File: config.mk
export PLATFORM = sky130hd
export DESIGN_NAME = vrs_divider
export DESIGN_NICKNAME = d
export VERILOG_FILES = /design/src/design/vrs_pkg.sv /design/src/design/vrs_divider.sv
export SDC_FILE = /design/constraint.sdc
export NUM_CORES = 1
export LEC_CHECK = 0
export ABC_AREA = 1
export BUFFER_PORTS_ARGS = -buffer_cell sky130_fd_sc_hd__buf_2
export CAP_MARGIN = 30
export CORE_ASPECT_RATIO = 1.2
export CORE_MARGIN = 4
export CORE_UTILIZATION = 60
export DETAILED_ROUTE_END_ITERATION = 12
export PLACE_DENSITY = 0.87
export SYNTH_ARGS = -nofsm -noshare
export SYNTH_HDL_FRONTEND = slang
export SYNTH_SLANG_ARGS = --single-unit
File: constraint.sdc
create_clock -name clk -period 6.35 [get_ports clk]
set_input_delay 0.3175 -clock clk [delete_from_list [all_inputs] [get_ports clk]]
set_output_delay 0.3175 -clock clk [all_outputs]
set_load 0.02 [all_outputs]
File: src/design/vrs_pkg.sv
`default_nettype none
package vrs_pkg;

    localparam int MAX_CELLS = 64;
    localparam int CNT_W     = $clog2(MAX_CELLS + 1);
    localparam int PROD_W    = 72;

    typedef struct packed {
        logic        start;
        logic [31:0] dividend;
    } div_req_t;

    typedef struct packed {
        logic        done;
        logic [31:0] quot;
        logic [31:0] rem;
    } div_rsp_t;

endpackage
`default_nettype wire

File: src/design/vrs_divider.sv
`default_nettype none
module vrs_divider
    import vrs_pkg::*;
(
    input  wire logic        clk,
    input  wire logic        rst_n,
    input  wire div_req_t    req,
    input  wire logic [31:0] divisor,
    output div_rsp_t         rsp
);

    logic        busy_reg;
    logic        done_reg;
    logic [4:0]  cnt_reg;
    logic [31:0] rem_reg;
    logic [31:0] quot_reg;
    logic [32:0] rem_sh;
    logic [32:0] trial;
    logic        ge;

    // one restoring step per cycle, quotient bits shift in from the right
    always_comb
    begin
        rem_sh = {rem_reg, quot_reg[31]};
        trial  = rem_sh - {1'b0, divisor};
        ge     = ~trial[32];
    end

    always_ff @(posedge clk or negedge rst_n)
    begin
        if (!rst_n)
        begin
            busy_reg <= 1'b0;
            done_reg <= 1'b0;
            cnt_reg  <= '0;
        end
        else if (req.start)
        begin
            busy_reg <= 1'b1;
            done_reg <= 1'b0;
            cnt_reg  <= '0;
        end
        else if (busy_reg)
        begin
            cnt_reg <= cnt_reg + 5'd1;
            if (cnt_reg == 5'd31)
            begin
                busy_reg <= 1'b0;
                done_reg <= 1'b1;
            end
        end
        else
        begin
            done_reg <= 1'b0;
        end
    end

    always_ff @(posedge clk)
    begin
        if (req.start)
        begin
            rem_reg  <= '0;
            quot_reg <= req.dividend;
        end
        else if (busy_reg)
        begin
            rem_reg  <= ge ? trial[31:0] : rem_sh[31:0];
            quot_reg <= {quot_reg[30:0], ge};
        end
    end

    assign rsp.done = done_reg;
    assign rsp.quot = quot_reg;
    assign rsp.rem  = rem_reg;

endmodule
`default_nettype wire

### Word-level counts from Yosys, hierarchy flattened

Index checks and enable logic that the tools add are counted.

| word-level totals | value |
|---|---|
| input port bits | 67 |
| flip-flop bits (word level) | 71 |
| logic and storage cells | 22 |

| operators by class | value |
|---|---|
| $add $sub $neg | 2 |
| bitwise operators | 1 |
| muxes and demuxes | 11 |
| equal/unequal tests | 2 |
| reductions and logical operators | 1 |

Operator list:

| kind | number |
|---|---|
| $mux W32 | 3 |
| $sub A33 B32 Y33 | 1 |
| $mux W5 | 2 |
| $mux W1 | 6 |
| $add A5 B1 Y5 const B | 1 |
| $eq A5 B5 Y1 const B | 1 |
| $ne A3 B2 Y1 const B | 1 |
| $reduce_bool A2 Y1 | 1 |
| $not A1 Y1 | 1 |

### Longest topological paths before layout

| depth | value |
|---|---|
| depth in word-level cells | 4 |
| depth in mapped cells | 18 |
| depth with buffers taken out | 17 |

### Least setup slack after synthesis

Ideal clock, no wire load.

| timing path | value |
|---|---|
| kind | reg2reg |
| start point | register quot_reg[31] |
| end point | register quot_reg[0], data pin |
| required time | 6.082 ns |
| path slack | 3.950 ns |
| setup time | 0.268 ns |
| arrival | 2.132 ns |
| stages on the path, launching flop included | 17 |
| clock period less this slack | 2.400 ns |
| cell sequence | edfxtp_1 -> inv_1 -> ha_1 -> fa_1 -> inv_1 -> nand2_1 -> nand2_1 -> nand3_1 -> nand2_2 -> nand2_1 -> nand2_1 -> nand2_2 -> nand2_2 -> nand2_2 -> nand2_4 -> buf_6 -> o21ai_0 |

| between the ends | value |
|---|---|
| word-level cells in the longest chain between the ends | 4 |

Ends and longest elaborated chain:

| what | RTL line | RTL |
|---|---|---|
| from (decl) | vrs_divider.sv:16 | `logic [31:0] quot_reg;` |
| from (signal assigned) | vrs_divider.sv:63 | `quot_reg <= req.dividend;` |
| from (signal assigned) | vrs_divider.sv:68 | `quot_reg <= {quot_reg[30:0], ge};` |
| $sub A33 B32 Y33 | vrs_divider.sv:25 | `trial = rem_sh - {1'b0, divisor};` |
| $not A1 Y1 | vrs_divider.sv:26 | `ge = ~trial[32];` |
| $mux W32 | vrs_divider.sv:65 | `else if (busy_reg)` |
| $mux W32 | vrs_divider.sv:60 | `if (req.start)` |

Every way passes these cells. The select of a mux whose other input is x is not followed.
A chain may end at the register's enable or synchronous reset.

### Final worst setup path

| timing path | value |
|---|---|
| start point | register quot_reg[31] |
| end point | register rem_reg[6] |

| between the ends | value |
|---|---|
| word-level cells in the longest chain between the ends | 2 |

Ends and longest elaborated chain:

| what | RTL line | RTL |
|---|---|---|
| $sub A33 B32 Y33 | vrs_divider.sv:25 |  |
| $mux W32 | vrs_divider.sv:67 | `rem_reg <= ge ? trial[31:0] : rem_sh[31:0];` |
| to (signal assigned) | vrs_divider.sv:67 |  |
| to (decl) | vrs_divider.sv:15 | `logic [31:0] rem_reg;` |

Every way passes these cells.

==> report_table.html <==
<table>
<tr><th>Metric</th><th>Value</th></tr>
<tr><th colspan="2">Power</th></tr>
<tr><td>Highest ir drop seen on vdd</td><td>approximately 220 uV</td></tr>
<tr><td>Power share of the sequential group</td><td>0.243</td></tr>
<tr><td>Net switching power of the design</td><td>1.38 mW</td></tr>
<tr><td>Logic gate share of total power</td><td>0.581</td></tr>
<tr><td>Leakage component of the power</td><td>between 4 and 5 nW</td></tr>
<tr><td>Power share of the clock group</td><td>0.176</td></tr>
<tr><td>Design internal power</td><td>1.44 mW</td></tr>
<tr><td>Switching part of the total</td><td>0.490</td></tr>
<tr><td>Pwr/cell area</td><td>~410 mW/mm^2</td></tr>
<tr><th colspan="2">Global routing</th></tr>
<tr><td>Aggregate global routing overflow</td><td>0</td></tr>
<tr><td>Global-route total usage across every layer</td><td>0.276</td></tr>
<tr><td>Largest net degree at the start of global routing</td><td>37</td></tr>
<tr><td>Via count of the first global-routing pass</td><td>5830</td></tr>
<tr><td>Global-route wire length before repair</td><td>~26000 um</td></tr>
<tr><td>Initial antenna violation count</td><td>0</td></tr>
<tr><th colspan="2">Synth</th></tr>
<tr><td>Proportion of synthesized chip area in sequential cells</td><td>0.299</td></tr>
<tr><td>Fraction of synthesized cell area taken by the top area cell type</td><td>0.292</td></tr>
<tr><td>Number of nets in the synthesized netlist</td><td>1096</td></tr>
<tr><td>Yosys Warn Count</td><td>0</td></tr>
<tr><td>Top FF cell, synth</td><td>sky130_fd_sc_hd__edfxtp_1</td></tr>
<tr><td>Synth cell count leaders</td><td>462 x sky130_fd_sc_hd__nand2_1, 209 x sky130_fd_sc_hd__inv_1, 58 x sky130_fd_sc_hd__nand3_1, 45 x sky130_fd_sc_hd__nor2_1, 34 x sky130_fd_sc_hd__ha_1</td></tr>
<tr><td>Most area-hungry cell type in the Yosys netlist</td><td>sky130_fd_sc_hd__nand2_1</td></tr>
<tr><td>Main area contributors after synthesis</td><td>sky130_fd_sc_hd__nand2_1 29%, sky130_fd_sc_hd__edfxtp_1 16%, sky130_fd_sc_hd__inv_1 13%, sky130_fd_sc_hd__dfxtp_1 11%, sky130_fd_sc_hd__ha_1 7.2%</td></tr>
<tr><td>Count of flip-flops with a built-in enable after synthesis</td><td>32</td></tr>
<tr><td>Post-Syn Area per Cell</td><td>5.98 um^2</td></tr>
<tr><td>Area of the mapped netlist</td><td>between 0.005 and 0.006 mm^2</td></tr>
<tr><td>Total of flip-flops plus latches after synthesis</td><td>approximately 70</td></tr>
<tr><td>Most frequent cell after synthesis</td><td>sky130_fd_sc_hd__nand2_1</td></tr>
<tr><td>Mapped Cells</td><td>994</td></tr>
<tr><td>Number of unique standard cell types used by synthesis</td><td>35</td></tr>
<tr><td>Share of async-settable or async-resettable flops after synthesis</td><td>0.0986</td></tr>
<tr><th colspan="2">Floorplanning</th></tr>
<tr><td>Top-Level Pins</td><td>132</td></tr>
<tr><td>Horizontal extent of the die</td><td>98.8 um</td></tr>
<tr><td>Cell Rows</td><td>39</td></tr>
<tr><td>Core ar.</td><td>just under 0.01 mm^2</td></tr>
<tr><td>Total Die Area</td><td>0.0116 mm^2</td></tr>
<tr><td>Initial Utilization</td><td>0.618</td></tr>
<tr><td>Y dimension of the die</td><td>117 um</td></tr>
<tr><th colspan="2">Critical path</th></tr>
<tr><td>Kind of capture point of the worst setup path</td><td>flop</td></tr>
<tr><td>Worst reg-to-reg path cell count</td><td>17</td></tr>
<tr><td>Delay contributed by the slowest stage of the critical path</td><td>around 0.4 ns</td></tr>
<tr><td>Type of the worst setup path</td><td>reg -&gt; reg</td></tr>
<tr><td>RR Startpoint</td><td>quot_reg[31]</td></tr>
<tr><td>Largest fanout on the critical path</td><td>33</td></tr>
<tr><td>WP data arrival</td><td>2.87 ns</td></tr>
<tr><td>Crit Reg-Reg Endpoint</td><td>rem_reg[6]</td></tr>
<tr><td>Worst setup slack for register-to-register paths</td><td>3.70 ns</td></tr>
<tr><td>Worst Path Buf+Inv</td><td>2</td></tr>
<tr><td>Most frequent cell on the critical path</td><td>sky130_fd_sc_hd__nand2_1</td></tr>
<tr><td>Gate family responsible for the most delay along the worst path</td><td>simple AND/OR/NAND/NOR gates</td></tr>
<tr><td>Worst endpoint required time</td><td>6.57 ns</td></tr>
<tr><td>Ordered cell list for the critical path</td><td>inv_1 &gt; ha_1 &gt; fa_1 &gt; inv_1 &gt; nand2_1 &gt; nand2_1 &gt; nand3_1 &gt; nand2_2 &gt; nand2_1 &gt; nand2_1 &gt; nand2_2 &gt; nand2_2 &gt; nand2_2 &gt; nand2_4 &gt; nand2_1 &gt; nand3_1 &gt; nand2_1</td></tr>
<tr><td>Cell at the slowest stage of the critical path</td><td>sky130_fd_sc_hd__fa_1</td></tr>
<tr><td>Startpoint type of the worst setup path</td><td>flop</td></tr>
<tr><th colspan="2">Hold path</th></tr>
<tr><td>Cells on Worst Hold Path</td><td>3</td></tr>
<tr><td>Class of the most critical hold timing path</td><td>in -&gt; reg</td></tr>
<tr><td>Startpoint of the tightest hold check path</td><td>req[9]</td></tr>
<tr><td>Worst min-delay path endpoint</td><td>quot_reg[9]</td></tr>
<tr><th colspan="2">STA</th></tr>
<tr><td>Sum Neg Setup Slack</td><td>0 ns</td></tr>
<tr><td>Minimum period implied by the final worst setup slack</td><td>2.65 ns</td></tr>
<tr><td>Setup Skew</td><td>between 0.01 and 0.015 ns</td></tr>
<tr><td>RSZ-0062 raised after global routing</td><td>no</td></tr>
<tr><td>Setup violation total in the final timing report</td><td>0</td></tr>
<tr><td>FMAX</td><td>377 MHz</td></tr>
<tr><td>Portion of the clock cycle consumed by the worst path in the final layout</td><td>0.417</td></tr>
<tr><td>Final hold violation count</td><td>0</td></tr>
<tr><td>Worst slew pin tran</td><td>approximately 0.90 ns</td></tr>
<tr><td>Worst-case headroom to the max-slew limit</td><td>0.402</td></tr>
<tr><td>Pins over their slew limit</td><td>0</td></tr>
<tr><th colspan="2">Placed design</th></tr>
<tr><td>Final RePlAce weighted congestion</td><td>about 0.98</td></tr>
<tr><td>Number of buffers added on ports</td><td>roughly 130</td></tr>
<tr><td>HPWL reported at the end of detailed placement</td><td>12000 um</td></tr>
<tr><th colspan="2">Final layout</th></tr>
<tr><td>Fraction of layout instances using a drive strength above 1</td><td>0.154</td></tr>
<tr><td>Area growth syn-to-layout</td><td>17.2%</td></tr>
<tr><td>Fillers</td><td>850</td></tr>
<tr><td>Area taken by multi-input logic gates</td><td>0.00324 mm^2</td></tr>
<tr><td>Total inserted antenna cells</td><td>0</td></tr>
<tr><td>Register area</td><td>0.00178 mm^2</td></tr>
<tr><td>Total Nets Final</td><td>1223</td></tr>
<tr><td>Core occupancy in the finished layout</td><td>0.724</td></tr>
<tr><th colspan="2">Route</th></tr>
<tr><td>Vias</td><td>6213</td></tr>
<tr><td>Mean routed wirelength per cell</td><td>12.5 um</td></tr>
<tr><td>Drt drc</td><td>0</td></tr>
<tr><td>Post-detailed-route via-to-cell ratio</td><td>between 4 and 5</td></tr>
<tr><td>Drt total wl</td><td>15700 um</td></tr>
<tr><td>Violation count after the first detailed-route iteration</td><td>314</td></tr>
<tr><td>Detailed Routing Iterations Pass 1</td><td>5</td></tr>
<tr><td>Antenna Nets Post-Route</td><td>0</td></tr>
<tr><th colspan="2">Clocking</th></tr>
<tr><td>Count of hold buffers inserted by post-cts repair</td><td>1</td></tr>
<tr><td>Post CTS Setup Buffer Count</td><td>0</td></tr>
<tr><td>Number of sinks on the clock net</td><td>71</td></tr>
<tr><td>Clock transition at the registers of the reported paths</td><td>0.06 ns</td></tr>
<tr><td>Post_cts resized</td><td>0</td></tr>
<tr><td>CTS Buf Count</td><td>9</td></tr>
<tr><td>Htree depth</td><td>3</td></tr>
<tr><td>CTS tree</td><td>built</td></tr>
<tr><td>Clk Tree Root Cell</td><td>sky130_fd_sc_hd__clkbuf_16</td></tr>
<tr><td>Clock insertion delay at the later pin of the skew report</td><td>~0.34 ns</td></tr>
<tr><td>Buffer depth of the longest clock path</td><td>2</td></tr>
<tr><th colspan="2">Status</th></tr>
<tr><td>Run status</td><td>finished, final reports clean</td></tr>
<tr><th colspan="2">Run</th></tr>
<tr><td>Number of max-capacitance violations reported</td><td>0</td></tr>
</table>
[worst min-delay path, stage by stage]
cell and delay, ns:
sky130_fd_sc_hd__buf_2 0.08, sky130_fd_sc_hd__nand2_1 0.04, sky130_fd_sc_hd__nand2_1 0.05
[per-layer routing]
metal | part of all wire | up-vias | track usage
li1 | - | 3226 | -
met1 | 0.40 | 2709 | 0.310
met2 | 0.50 | 223 | 0.506
met3 | 0.060 | 55 | 0.0462
met4 | 0.042 | 0 | 0.136
met5 | 0 | - | 0
[logic make-up (layout without fill, tap and decap cells)]
logic type,Yosys count,count (layout),share of synthesized area
flops,71,71,0.299
buf+inv,232,364,0.156
fa+ha+maj,35,35,0.0750
simple gates,607,607,0.416
xor+xnor,16,16,0.0236
compound gates,33,33,0.0301
[how the worst max path moves through the flow]
stage | start | end | slack [ns] | depth (start not counted)
after CTS | quot_reg[31] | quot_reg[0] | 3.70 | 15
after global routing | quot_reg[31] | quot_reg[0] | 3.47 | 15
after floorplan | quot_reg[31] | quot_reg[0] | 3.95 | 16
after global placement | divisor[0] | quot_reg[0] | 3.85 | 15
after detailed placement | divisor[0] | quot_reg[0] | 3.71 | 15
final | quot_reg[31] | rem_reg[6] | 3.70 | 17
[cells in the final DEF (no fill, tap or decap), types with 10 or more instances in the layout]
cell type                  synthesis  layout
sky130_fd_sc_hd__a21oi_1          19      19
sky130_fd_sc_hd__buf_2             1     131
sky130_fd_sc_hd__dfxtp_1          32      32
sky130_fd_sc_hd__edfxtp_1         32      32
sky130_fd_sc_hd__ha_1             34      34
sky130_fd_sc_hd__inv_1           209     209
sky130_fd_sc_hd__nand2_1         462     462
sky130_fd_sc_hd__nand2_2          10      10
sky130_fd_sc_hd__nand3_1          58      58
sky130_fd_sc_hd__nor2_1           45      43
sky130_fd_sc_hd__xnor2_1          14      14
[per-stage QoR]
| stage | setup WS [ns] | hold WS (ns) | cell area [um^2] | std cells | total power [mW] |
|---|---|---|---|---|---|
| 2_1_floorplan | 3.95 | 0.0219 | 5940 | 994 | 1.95 |
| 3_3_place_gp | 3.85 | 0.160 | 6640 | 1231 | 2.29 |
| 3_5_place_dp | 3.71 | 0.157 | 6670 | 1232 | 2.32 |
| 4_1_cts | 3.70 | 0.252 | 6960 | 1249 | 2.82 |
| 5_1_grt | 3.47 | 0.251 | 6960 | 1249 | 3.10 |
| 6_report | 3.70 | 0.250 | 6960 | 1249 | 2.83 |
[power by group through the flow]
stage | registers [mW] | logic [mW] | clock network (mW)
final | 0.687 | 1.64 | 0.496
after global routing | 0.703 | 1.88 | 0.518
after CTS | 0.687 | 1.64 | 0.496
after detailed placement | 0.693 | 1.62 | 0
after global placement | 0.691 | 1.60 | 0
after floorplan | 0.808 | 1.15 | 0
[layout make-up]
class,instances,area share
inverters,213,0.115
well taps,123,0.0221
clock inverters,5,0.00737
flip-flops and latches,71,0.255
clock buffers,11,0.0334
repair buffers,135,0.102
multi-input cells,691,0.465
(Power assumes the default switching activity.)
